[config.mk]
export PLATFORM = sky130hd
export DESIGN_NAME = round_robin_dispatcher_unit
export DESIGN_NICKNAME = d
export VERILOG_FILES = /design/src/rtl/core/rrd_pkg.sv /design/src/rtl/core/rrd_ctrl.sv /design/src/rtl/core/rrd_dpath.sv /design/src/rtl/core/round_robin_dispatcher_unit.sv
export VERILOG_INCLUDE_DIRS = /design/src /design/src/rtl/core
export SDC_FILE = /design/constraint.sdc
export NUM_CORES = 1
export LEC_CHECK = 0
export ABC_AREA = 1
export BUFFER_PORTS_ARGS = -buffer_cell sky130_fd_sc_hd__buf_2
export CAP_MARGIN = 15
export CORE_UTILIZATION = 60
export DETAILED_ROUTE_END_ITERATION = 7
export PLACE_DENSITY = 0.78
export SLEW_MARGIN = 20
export SYNTH_ARGS = -nofsm -noshare
export SYNTH_HDL_FRONTEND = slang
export SYNTH_HIERARCHICAL = 1
export SYNTH_SLANG_ARGS = --single-unit
[constraint.sdc]
create_clock -name clk -period 3.54 [get_ports clk]
set_input_delay 0.708 -clock clk [delete_from_list [all_inputs] [get_ports clk]]
set_output_delay 0.708 -clock clk [all_outputs]
set_load 0.005 [all_outputs]
[src/rtl/core/round_robin_dispatcher_unit_assert.svh]
// Assertion macros used by the dispatcher top level.
`ifndef ROUND_ROBIN_DISPATCHER_UNIT_ASSERT_SVH
`define ROUND_ROBIN_DISPATCHER_UNIT_ASSERT_SVH

// Same-cycle implication, disabled while reset is asserted.
`define RRD_ASSERT_IMP(label, clk, rst_n, ante, cons, msg) \
	label: assert property (@(posedge clk) disable iff (!rst_n) (ante) |-> (cons)) \
		else $error(msg);

// Next-cycle implication, disabled while reset is asserted.
`define RRD_ASSERT_NXT(label, clk, rst_n, ante, cons, msg) \
	label: assert property (@(posedge clk) disable iff (!rst_n) (ante) |=> (cons)) \
		else $error(msg);

`endif

[src/rtl/core/rrd_pkg.sv]
// Types and codes shared by the dispatcher controller, datapath and top level.
package rrd_pkg;

	typedef enum logic [1:0] {
		KIND_DISPATCH = 2'd0,
		KIND_EMPTY    = 2'd1,
		KIND_FULL     = 2'd2
	} kind_t;

	typedef enum logic {
		OP_ENQUEUE = 1'b0,
		OP_SLICE   = 1'b1
	} op_t;

	typedef enum logic [1:0] {
		S_IDLE,
		S_READ,
		S_EMPTY,
		S_FULL
	} rrd_state_t;

	// Commands from the controller to the datapath.
	typedef struct packed {
		logic  push;
		logic  issue_rd;
		logic  commit;
		logic  flag_load;
		kind_t flag_kind;
	} rrd_cmd_t;

	// Status from the datapath to the controller.
	typedef struct packed {
		logic full;
		logic empty;
		logic out_free;
	} rrd_stat_t;

endpackage

[src/rtl/core/rrd_ctrl.sv]
// Controller state machine of the dispatcher.
module rrd_ctrl
	import rrd_pkg::*;
(
	input  logic      clk,
	input  logic      arst_n,
	input  logic      in_valid,
	input  logic      op,
	input  rrd_stat_t stat,
	output logic      in_stall,
	output rrd_cmd_t  cmd
);

	rrd_state_t state_q;
	rrd_state_t state_d;

	always_ff @(posedge clk or negedge arst_n) begin
		if (!arst_n) begin
			state_q <= S_IDLE;
		end else begin
			state_q <= state_d;
		end
	end

	always_comb begin
		state_d = state_q;
		unique case (state_q)
			S_IDLE: begin
				if (in_valid) begin
					if (op == OP_SLICE) begin
						state_d = stat.empty ? S_EMPTY : S_READ;
					end else if (stat.full) begin
						state_d = S_FULL;
					end
				end
			end
			S_READ, S_EMPTY, S_FULL: begin
				if (stat.out_free) begin
					state_d = S_IDLE;
				end
			end
			default: state_d = S_IDLE;
		endcase
	end

	always_comb begin
		in_stall      = (state_q != S_IDLE);
		cmd.push      = (state_q == S_IDLE) && in_valid && (op == OP_ENQUEUE) && !stat.full;
		cmd.issue_rd  = (state_q == S_IDLE) && in_valid && (op == OP_SLICE) && !stat.empty;
		cmd.commit    = (state_q == S_READ) && stat.out_free;
		cmd.flag_load = ((state_q == S_EMPTY) || (state_q == S_FULL)) && stat.out_free;
		cmd.flag_kind = (state_q == S_FULL) ? KIND_FULL : KIND_EMPTY;
	end

endmodule

[src/rtl/core/rrd_dpath.sv]
// Datapath of the dispatcher: job queue memory, pointers, quantum and result register.
module rrd_dpath
	import rrd_pkg::*;
#(
	parameter int QUEUE_DEPTH = 16
) (
	input  logic        clk,
	input  logic        arst_n,
	input  logic        cfg_we,
	input  logic [15:0] cfg_wdata,
	input  logic [7:0]  job_id,
	input  logic [15:0] service_time,
	input  rrd_cmd_t    cmd,
	output rrd_stat_t   stat,
	input  logic        out_stall,
	output logic        out_valid,
	output logic [1:0]  kind,
	output logic [7:0]  run_id,
	output logic [15:0] time_needed,
	output logic        finished,
	output logic [15:0] time_left,
	output logic        queue_empty
);

	localparam int PW = $clog2(QUEUE_DEPTH);
	localparam int CW = $clog2(QUEUE_DEPTH + 1);
	localparam logic [PW-1:0] PTR_LAST = PW'(QUEUE_DEPTH - 1);
	localparam logic [CW-1:0] CNT_FULL = CW'(QUEUE_DEPTH);
	localparam logic [CW-1:0] CNT_ONE  = CW'(1);

	logic [7:0]    ids_mem   [QUEUE_DEPTH];
	logic [15:0]   times_mem [QUEUE_DEPTH];

	logic [PW-1:0] head_q;
	logic [PW-1:0] tail_q;
	logic [CW-1:0] count_q;
	logic [15:0]   quantum_q;
	logic [7:0]    rd_id_q;
	logic [15:0]   rd_time_q;
	logic          out_valid_q;
	kind_t         kind_q;
	logic [7:0]    run_id_q;
	logic [15:0]   time_needed_q;
	logic          finished_q;
	logic [15:0]   time_left_q;
	logic          queue_empty_q;

	logic          fin;
	logic [15:0]   left;
	logic          wr_en;
	logic [7:0]    wr_id;
	logic [15:0]   wr_time;
	logic [PW-1:0] head_nxt;
	logic [PW-1:0] tail_nxt;

	assign head_nxt = (head_q == PTR_LAST) ? '0 : head_q + PW'(1);
	assign tail_nxt = (tail_q == PTR_LAST) ? '0 : tail_q + PW'(1);

	assign fin  = (rd_time_q <= quantum_q);
	assign left = rd_time_q - quantum_q;

	// A job that outlives its slice is written back at the tail.
	assign wr_en   = cmd.push || (cmd.commit && !fin);
	assign wr_id   = cmd.push ? job_id : rd_id_q;
	assign wr_time = cmd.push ? service_time : left;

	assign stat.full     = (count_q == CNT_FULL);
	assign stat.empty    = (count_q == '0);
	assign stat.out_free = !out_valid_q || !out_stall;

	always_ff @(posedge clk) begin
		if (wr_en) begin
			ids_mem[tail_q]   <= wr_id;
			times_mem[tail_q] <= wr_time;
		end
		if (cmd.issue_rd) begin
			rd_id_q   <= ids_mem[head_q];
			rd_time_q <= times_mem[head_q];
		end
	end

	always_ff @(posedge clk or negedge arst_n) begin
		if (!arst_n) begin
			head_q    <= '0;
			tail_q    <= '0;
			count_q   <= '0;
			quantum_q <= 16'd1;
		end else begin
			if (cfg_we) begin
				quantum_q <= cfg_wdata;
			end
			if (wr_en) begin
				tail_q <= tail_nxt;
			end
			if (cmd.commit) begin
				head_q <= head_nxt;
			end
			if (cmd.push) begin
				count_q <= count_q + CW'(1);
			end else if (cmd.commit && fin) begin
				count_q <= count_q - CW'(1);
			end
		end
	end

	always_ff @(posedge clk or negedge arst_n) begin
		if (!arst_n) begin
			out_valid_q <= 1'b0;
		end else if (cmd.commit || cmd.flag_load) begin
			out_valid_q <= 1'b1;
		end else if (!out_stall) begin
			out_valid_q <= 1'b0;
		end
	end

	always_ff @(posedge clk) begin
		if (cmd.commit) begin
			kind_q        <= KIND_DISPATCH;
			run_id_q      <= rd_id_q;
			time_needed_q <= rd_time_q;
			finished_q    <= fin;
			time_left_q   <= fin ? 16'd0 : left;
			queue_empty_q <= fin && (count_q == CNT_ONE);
		end else if (cmd.flag_load) begin
			kind_q        <= cmd.flag_kind;
			run_id_q      <= 8'd0;
			time_needed_q <= 16'd0;
			finished_q    <= 1'b0;
			time_left_q   <= 16'd0;
			queue_empty_q <= stat.empty;
		end
	end

	assign out_valid   = out_valid_q;
	assign kind        = kind_q;
	assign run_id      = run_id_q;
	assign time_needed = time_needed_q;
	assign finished    = finished_q;
	assign time_left   = time_left_q;
	assign queue_empty = queue_empty_q;

endmodule

[src/rtl/core/round_robin_dispatcher_unit.sv]
// Top level of the round-robin time-slice dispatcher.
//
//   channel   direction  handshake            payload
//   in        input      in_valid / in_stall  op, job_id, service_time
//   out       output     out_valid / out_stall kind, run_id, time_needed, finished,
//                                             time_left, queue_empty
//   cfg       input      cfg_we               cfg_wdata (quantum)
//
// An enqueue beat that finds room is taken in S_IDLE and the next beat is taken at once.
// A slice beat first reads the head entry into a register, then in S_READ does the
// compare and subtract against the quantum and the write-back at the tail.
// A beat on a full queue (enqueue) or an empty queue (slice) passes through S_FULL or S_EMPTY.
// The result register frees the input side; a stalled result holds the block only
// when a later beat must load a new result, and then for as long as out_stall stays high.
// Reset empties the queue and sets the quantum to one; queue contents need no clearing.
`include "round_robin_dispatcher_unit_assert.svh"

module round_robin_dispatcher_unit
	import rrd_pkg::*;
#(
	parameter int QUEUE_DEPTH = 16
) (
	input  logic        clk,
	input  logic        arst_n,
	input  logic        cfg_we,
	input  logic [15:0] cfg_wdata,
	input  logic        in_valid,
	output logic        in_stall,
	input  logic        op,
	input  logic [7:0]  job_id,
	input  logic [15:0] service_time,
	output logic        out_valid,
	input  logic        out_stall,
	output logic [1:0]  kind,
	output logic [7:0]  run_id,
	output logic [15:0] time_needed,
	output logic        finished,
	output logic [15:0] time_left,
	output logic        queue_empty
);

	rrd_cmd_t  cmd;
	rrd_stat_t stat;

	// The controller sequences each beat; it never touches payload itself.
	rrd_ctrl u_ctrl (
		.clk      (clk),
		.arst_n   (arst_n),
		.in_valid (in_valid),
		.op       (op),
		.stat     (stat),
		.in_stall (in_stall),
		.cmd      (cmd)
	);

	// The datapath owns the job memory, the queue pointers and the result register.
	rrd_dpath #(
		.QUEUE_DEPTH (QUEUE_DEPTH)
	) u_dpath (
		.clk          (clk),
		.arst_n       (arst_n),
		.cfg_we       (cfg_we),
		.cfg_wdata    (cfg_wdata),
		.job_id       (job_id),
		.service_time (service_time),
		.cmd          (cmd),
		.stat         (stat),
		.out_stall    (out_stall),
		.out_valid    (out_valid),
		.kind         (kind),
		.run_id       (run_id),
		.time_needed  (time_needed),
		.finished     (finished),
		.time_left    (time_left),
		.queue_empty  (queue_empty)
	);

	// A taken slice beat always leaves the block busy, with the input side stalled.
	`RRD_ASSERT_NXT(a_slice_busy, clk, arst_n, in_valid && !in_stall && (op == OP_SLICE), in_stall, "slice beat did not hold the input side")

	// A finished job has nothing left to run.
	`RRD_ASSERT_IMP(a_fin_zero, clk, arst_n, out_valid && (kind == KIND_DISPATCH) && finished, time_left == 16'd0, "finished job reports time left")

	// An empty report leaves the queue empty and names no job.
	`RRD_ASSERT_IMP(a_empty_rep, clk, arst_n, out_valid && (kind == KIND_EMPTY), queue_empty && (run_id == 8'd0), "empty report is inconsistent")

	// A dropped enqueue can only come from a full queue.
	`RRD_ASSERT_IMP(a_full_rep, clk, arst_n, out_valid && (kind == KIND_FULL), !queue_empty && !finished, "full report is inconsistent")

endmodule
## Yosys cells after proc, flatten, opt, wreduce, memory -nomap -nowiden

Memories as Yosys holds them, arrays and structs flattened. A register that Yosys moved wholly into a read port is not among the register bits.
Cells that the tools add are included.

- Register bits after elaboration: 76
- RAM bits: 384
- Bits of input ports: 46
- Word-level logic and storage cells: 85
- Memories kept: 2

- $add $sub $neg: 5
- $lt $le $gt $ge: 1
- Equality and inequality tests: 11
- Mux-type cells: 27
- Bitwise logic cells: 1
- Reduce and logical (&&, ||, !) cells: 26

Memory list:

| name | depth | width | rd ports | clocked after Yosys merged registers in | wr ports | RTL line | source |
|---|---|---|---|---|---|---|---|
| u_dpath.times_mem | 16 | 16 | 1 | 1 | 1 | rrd_dpath.sv:32 | `logic [15:0] times_mem [QUEUE_DEPTH];` |
| u_dpath.ids_mem | 16 | 8 | 1 | 1 | 1 | rrd_dpath.sv:31 | `logic [7:0] ids_mem [QUEUE_DEPTH];` |

Operators with widths:

| operator | number |
|---|---|
| two-way mux 16 bit | 5 |
| two-way mux 8 bit | 3 |
| <= comparator 16 bit | 1 |
| subtractor 16 bit | 1 |
| two-way mux 2 bit | 6 |
| logical AND 1 bit | 10 |
| two-way mux 5 bit | 2 |
| adder 4 x 1 -> 4 bit, second input constant | 2 |
| equality test 4 bit, second input constant | 2 |
| two-way mux 1 bit | 8 |
| two-way mux 4 bit | 2 |
| nonzero test 2 bit | 3 |
| adder 5 x 1 -> 5 bit, second input constant | 1 |
| equality test 5 x 1 -> 1 bit, second input constant | 1 |
| equality test 5 bit, second input constant | 1 |
| logical NOT 1 bit | 5 |
| logical NOT 5 bit | 1 |
| subtractor 5 x 1 -> 5 bit, second input constant | 1 |
| equality test 2 bit, second input constant | 2 |
| logical OR 1 bit | 4 |
| != test 2 x 1 -> 1 bit, second input constant | 2 |
| one-hot mux 2 bit (2 select lines) | 1 |
| != test 3 x 2 -> 1 bit, second input constant | 1 |
| AND reduction 3 bit | 1 |
| other kinds (5) | 5 |

## Longest topological paths before layout

- Word-level depth: 7
- Mapped depth: 15
- Depth with buffers taken out: 15

## Hierarchy

Netlist, hierarchy kept.

By module, submodules not included:

| module | instances | cells an instance | area each (um^2) | seq. area each (um^2) |
|---|---|---|---|---|
| rrd_dpath | 1 | 1,628 | 19,882.8 | 14,305.0 |
| rrd_ctrl | 1 | 30 | 178.9 | 50.0 |

## Worst setup path before layout

No wires, ideal clock.

- Path type: register to register
- Start point: register u_dpath.quantum_q[0]
- End point: memory u_dpath.ids_mem[0][0], enable pin
- Arrival: 2,733 ps
- Setup slack: 402 ps
- Stages on the path, launching flop included: 14
- Buffers on the path: 0
- Period minus slack after synthesis: 3,138 ps
- Cell sequence: dfstp_2 > ha_1 > fa_1 > inv_1 > nand2_1 > nand2_1 > nand3_1 > nand2_2 > nand2_1 > nand2_2 > nand3_4 > nand2_8 > nand2_4 > nor2_1

- Word-level cells in the longest chain between the ends: 6

Ends and longest elaborated chain:

| item | RTL line | source |
|---|---|---|
| start: declaration | rrd_dpath.sv:37 | `logic [15:0] quantum_q;` |
| start signal: assignment | rrd_dpath.sv:90 | `quantum_q <= cfg_wdata;` |
| <= comparator 16 bit | rrd_dpath.sv:59 | `assign fin = (rd_time_q <= quantum_q);` |
| logical NOT 1 bit | rrd_dpath.sv:63 | `assign wr_en = cmd.push \|\| (cmd.commit && !fin);` |
| logical AND 1 bit | rrd_dpath.sv:63 |  |
| logical OR 1 bit | rrd_dpath.sv:63 |  |
| two-way mux 1 bit | rrd_dpath.sv:72 | `if (wr_en) begin` |
| two-way mux 1 bit (not written as such) | rrd_dpath.sv:73 | `ids_mem[tail_q] <= wr_id;` |
| end: declaration | rrd_dpath.sv:31 |  |

Every way passes these cells.

==> results.toml <==
[grt]
overflow = 0
track_usage_pct = 29.3
grt_max_degree = 195
antenna_found_initial = 2
grt_pass1_wl_mm = 75.2
first_global_vias = 13094

[timing]
rsz0062_at_grt = "no"
fin_crit_sh_pct = 83.6
tightest_slew_ns = 1.10
final.setup.tns_ns = 0
slew_viol_final = 0
setup_violations = 0
worst_clock_skew_ns = 0.0236
min_period_ns = 2.96
maxSlewHeadroom_pct = 26.4
hold_viol_final = 0
max_freq_mhz = 338

[setup_path]
crit_arrival_ns = 3.21
crit_path_max_fanout = 17
crit_start = "u_dpath/count_q[0]"
startpoint_type = "register"
worstReg2RegStart = "u_dpath/count_q[0]"
crit_type = "reg -> reg"
setup.worst_path.end_class = "register"
required_ns = 3.79

[placement]
dpl.hpwl_mm = 30.3
placed_cell_area_um2 = 21200
place_congestion = 0.969
port_buffers = 91

[cts]
post_cts_buffers = 0
clockBufferDepth = 3
cts_tree = "done"
htreeDepth = 2
worstSkewPairLatency_ns = 0.56
postCtsHoldBufs = 0
cts_resized = 0
numCtsBuffers = 47
clock-sinks = 484
path_clk_slew_ns = 0.06
cts-root-buf = "clkbuf_16"

[floorplanning]
die_w_um = 185
core_um2 = 32700
fp.dieH_um = 185
rows = 66
start_util_pct = 61.3
fp.dieArea_um2 = 34200
pin_count = 92

[final_layout]
design_area_um2 = 22700
drive_gt1_share_pct = 14.2
area_growth_pct = 13.0
final_cell_mix = "450 x edfxtp_1, 250 x nand2_1, 227 x nor2_1"
nNetsFinal = 1831
mostFrequentLayoutCell = "edfxtp_1"

[routing]
drc = 0
vias_per_cell = 6.16
dr.pass1.iters = 6
wirelength_mm = 49.3
drtIter0Drc = 1626
vias = 13799
drtAntennaViolNets = 0
wl_per_cell_um = 22.0

[synthesis]
syn_area_per_cell_um2 = 12.1
ys_warn_count = 6
syn_inst = 1658
synth_top_area_share_pct = 67.4
synth-seq-cells = 484
synth_top_cell_by_area = "edfxtp_1"
yosys-top-cells-area = "edfxtp_1 67%, o21ai_0 5.5%, nand2_1 4.7%"
synth-edff-count = 450
synthFlopType = "edfxtp_1"
syn-num-nets = 1730
ys_types = 44
synthArstFlopShare_pct = 6.61
ys_seq_area_share_pct = 71.6
syn_area_um2 = 20100

[pwr]
finalPower_mw = 20.0
vdd_drop_max_mv = 0.892
p_per_area_nw_per_um2 = 882
leakage_nw = 8.37

[hold_path]
hold_path_class = "in -> async"

[run_status]
status = "finished clean"

[job]
cap_violations = 0
-- Yosys cell counts, drive strengths merged, types with 10 or more instances --
| master | n |
|---|---|
| a21oi | 13 |
| buf | 31 |
| clkbuf | 58 |
| dfrtp | 31 |
| edfxtp | 450 |
| ha | 25 |
| inv | 93 |
| nand2 | 264 |
| nand3 | 62 |
| nor2 | 250 |
| o211ai | 10 |
| o21ai | 230 |
| o221ai | 38 |
| o22ai | 58 |
-- cell families (layout without fill, tap and decap cells) --
kind of cell    Yosys count  in the layout  synth area share, %
simple gates            595            595                 12.2
flops                   484            484                 71.6
compound gates          352            352                 10.0
buf+inv                 184            323                 3.77
fa+ha+maj                26             26                 1.66
xor+xnor                 16             16                0.699
mux                       1              1               0.0561
other cells               0              2                    0
-- per-stage QoR --
stage,instances,hold WS [ns],setup slack (ns),utilization [%]
after floorplan,1658,0.412,0.402,-
after global placement,2152,0.479,0.679,64.8
after detailed placement,2152,0.493,0.575,64.8
after CTS,2239,0.282,0.551,69.3
after global routing,2241,0.330,0.312,69.3
final,2241,0.265,0.579,69.3
-- critical path: stages, from the launching register on --
cell	delay, ns
dfrtp_1	0.44
inv_1	0.11
ha_1	0.21
inv_1	0.07
nor3_1	0.05
inv_1	0.05
nand2_1	0.11
nor2_4	0.13
clkinv_1	0.30
buf_12	0.29
nand2_8	0.13
nand2_4	0.08
nor2_2	0.44
buf_12	0.23
-- registers in the layout, summed over array words and instances (netlist names) --
register	count
u_dpath/rd_time_q	16
u_ctrl/state_q	2
u_dpath/quantum_q	16
u_dpath/kind	2
u_dpath/finished	1
u_dpath/times_mem	256
u_dpath/time_left	16
u_dpath/time_needed	16
u_dpath/tail_q	4
u_dpath/rd_id_q	8
u_dpath/out_valid	1
u_dpath/run_id	8
u_dpath/head_q	4
u_dpath/queue_empty	1
u_dpath/ids_mem	128
u_dpath/count_q	5
-- area by class of cell --
type | instances | area (um^2)
Clock buffer | 67 | 1280
Inverter | 95 | 359
Multi-Input combinational cell | 990 | 5020
Fill cell | 2189 | 10000
Timing Repair Buffer | 141 | 893
Antenna cell | 2 | 5.00
Clock inverter | 20 | 189
Tap cell | 442 | 553
Sequential cell | 484 | 14400
-- metal layers --
| layer | wire length, um | GRT usage [%] |
|---|---|---|
| met2 | 22300 | 44.3 |
| met5 | 0 | 0 |
| met4 | 1450 | 10.1 |
| met1 | 19800 | 42.9 |
| met3 | 5710 | 5.88 |
-- worst paths after layout --
check | depth (start not counted) | to | slack, ns
worst max-delay path | 13 | u_dpath/ids_mem[4][7] | 0.58
worst min-delay path | 1 | u_dpath/count_q[2] | 0.26
worst max register to register | 13 | u_dpath/ids_mem[4][7] | 0.58
worst min register to register | 2 | u_dpath/kind[0] | 0.50
max in group asynchronous | 1 | u_dpath/head_q[0] | 2.65
min in group clk | 3 | u_dpath/quantum_q[11] | 0.38
-- power breakdown --
part | total, mW | switching, mW | internal [mW]
clock | 4.79 | 2.04 | 2.75
combinational | 6.90 | 5.05 | 1.85
sequential | 8.29 | 0.318 | 7.97
total | 20.0 | 7.41 | 12.6
Note: power is estimated with default switching activity, not from simulation.
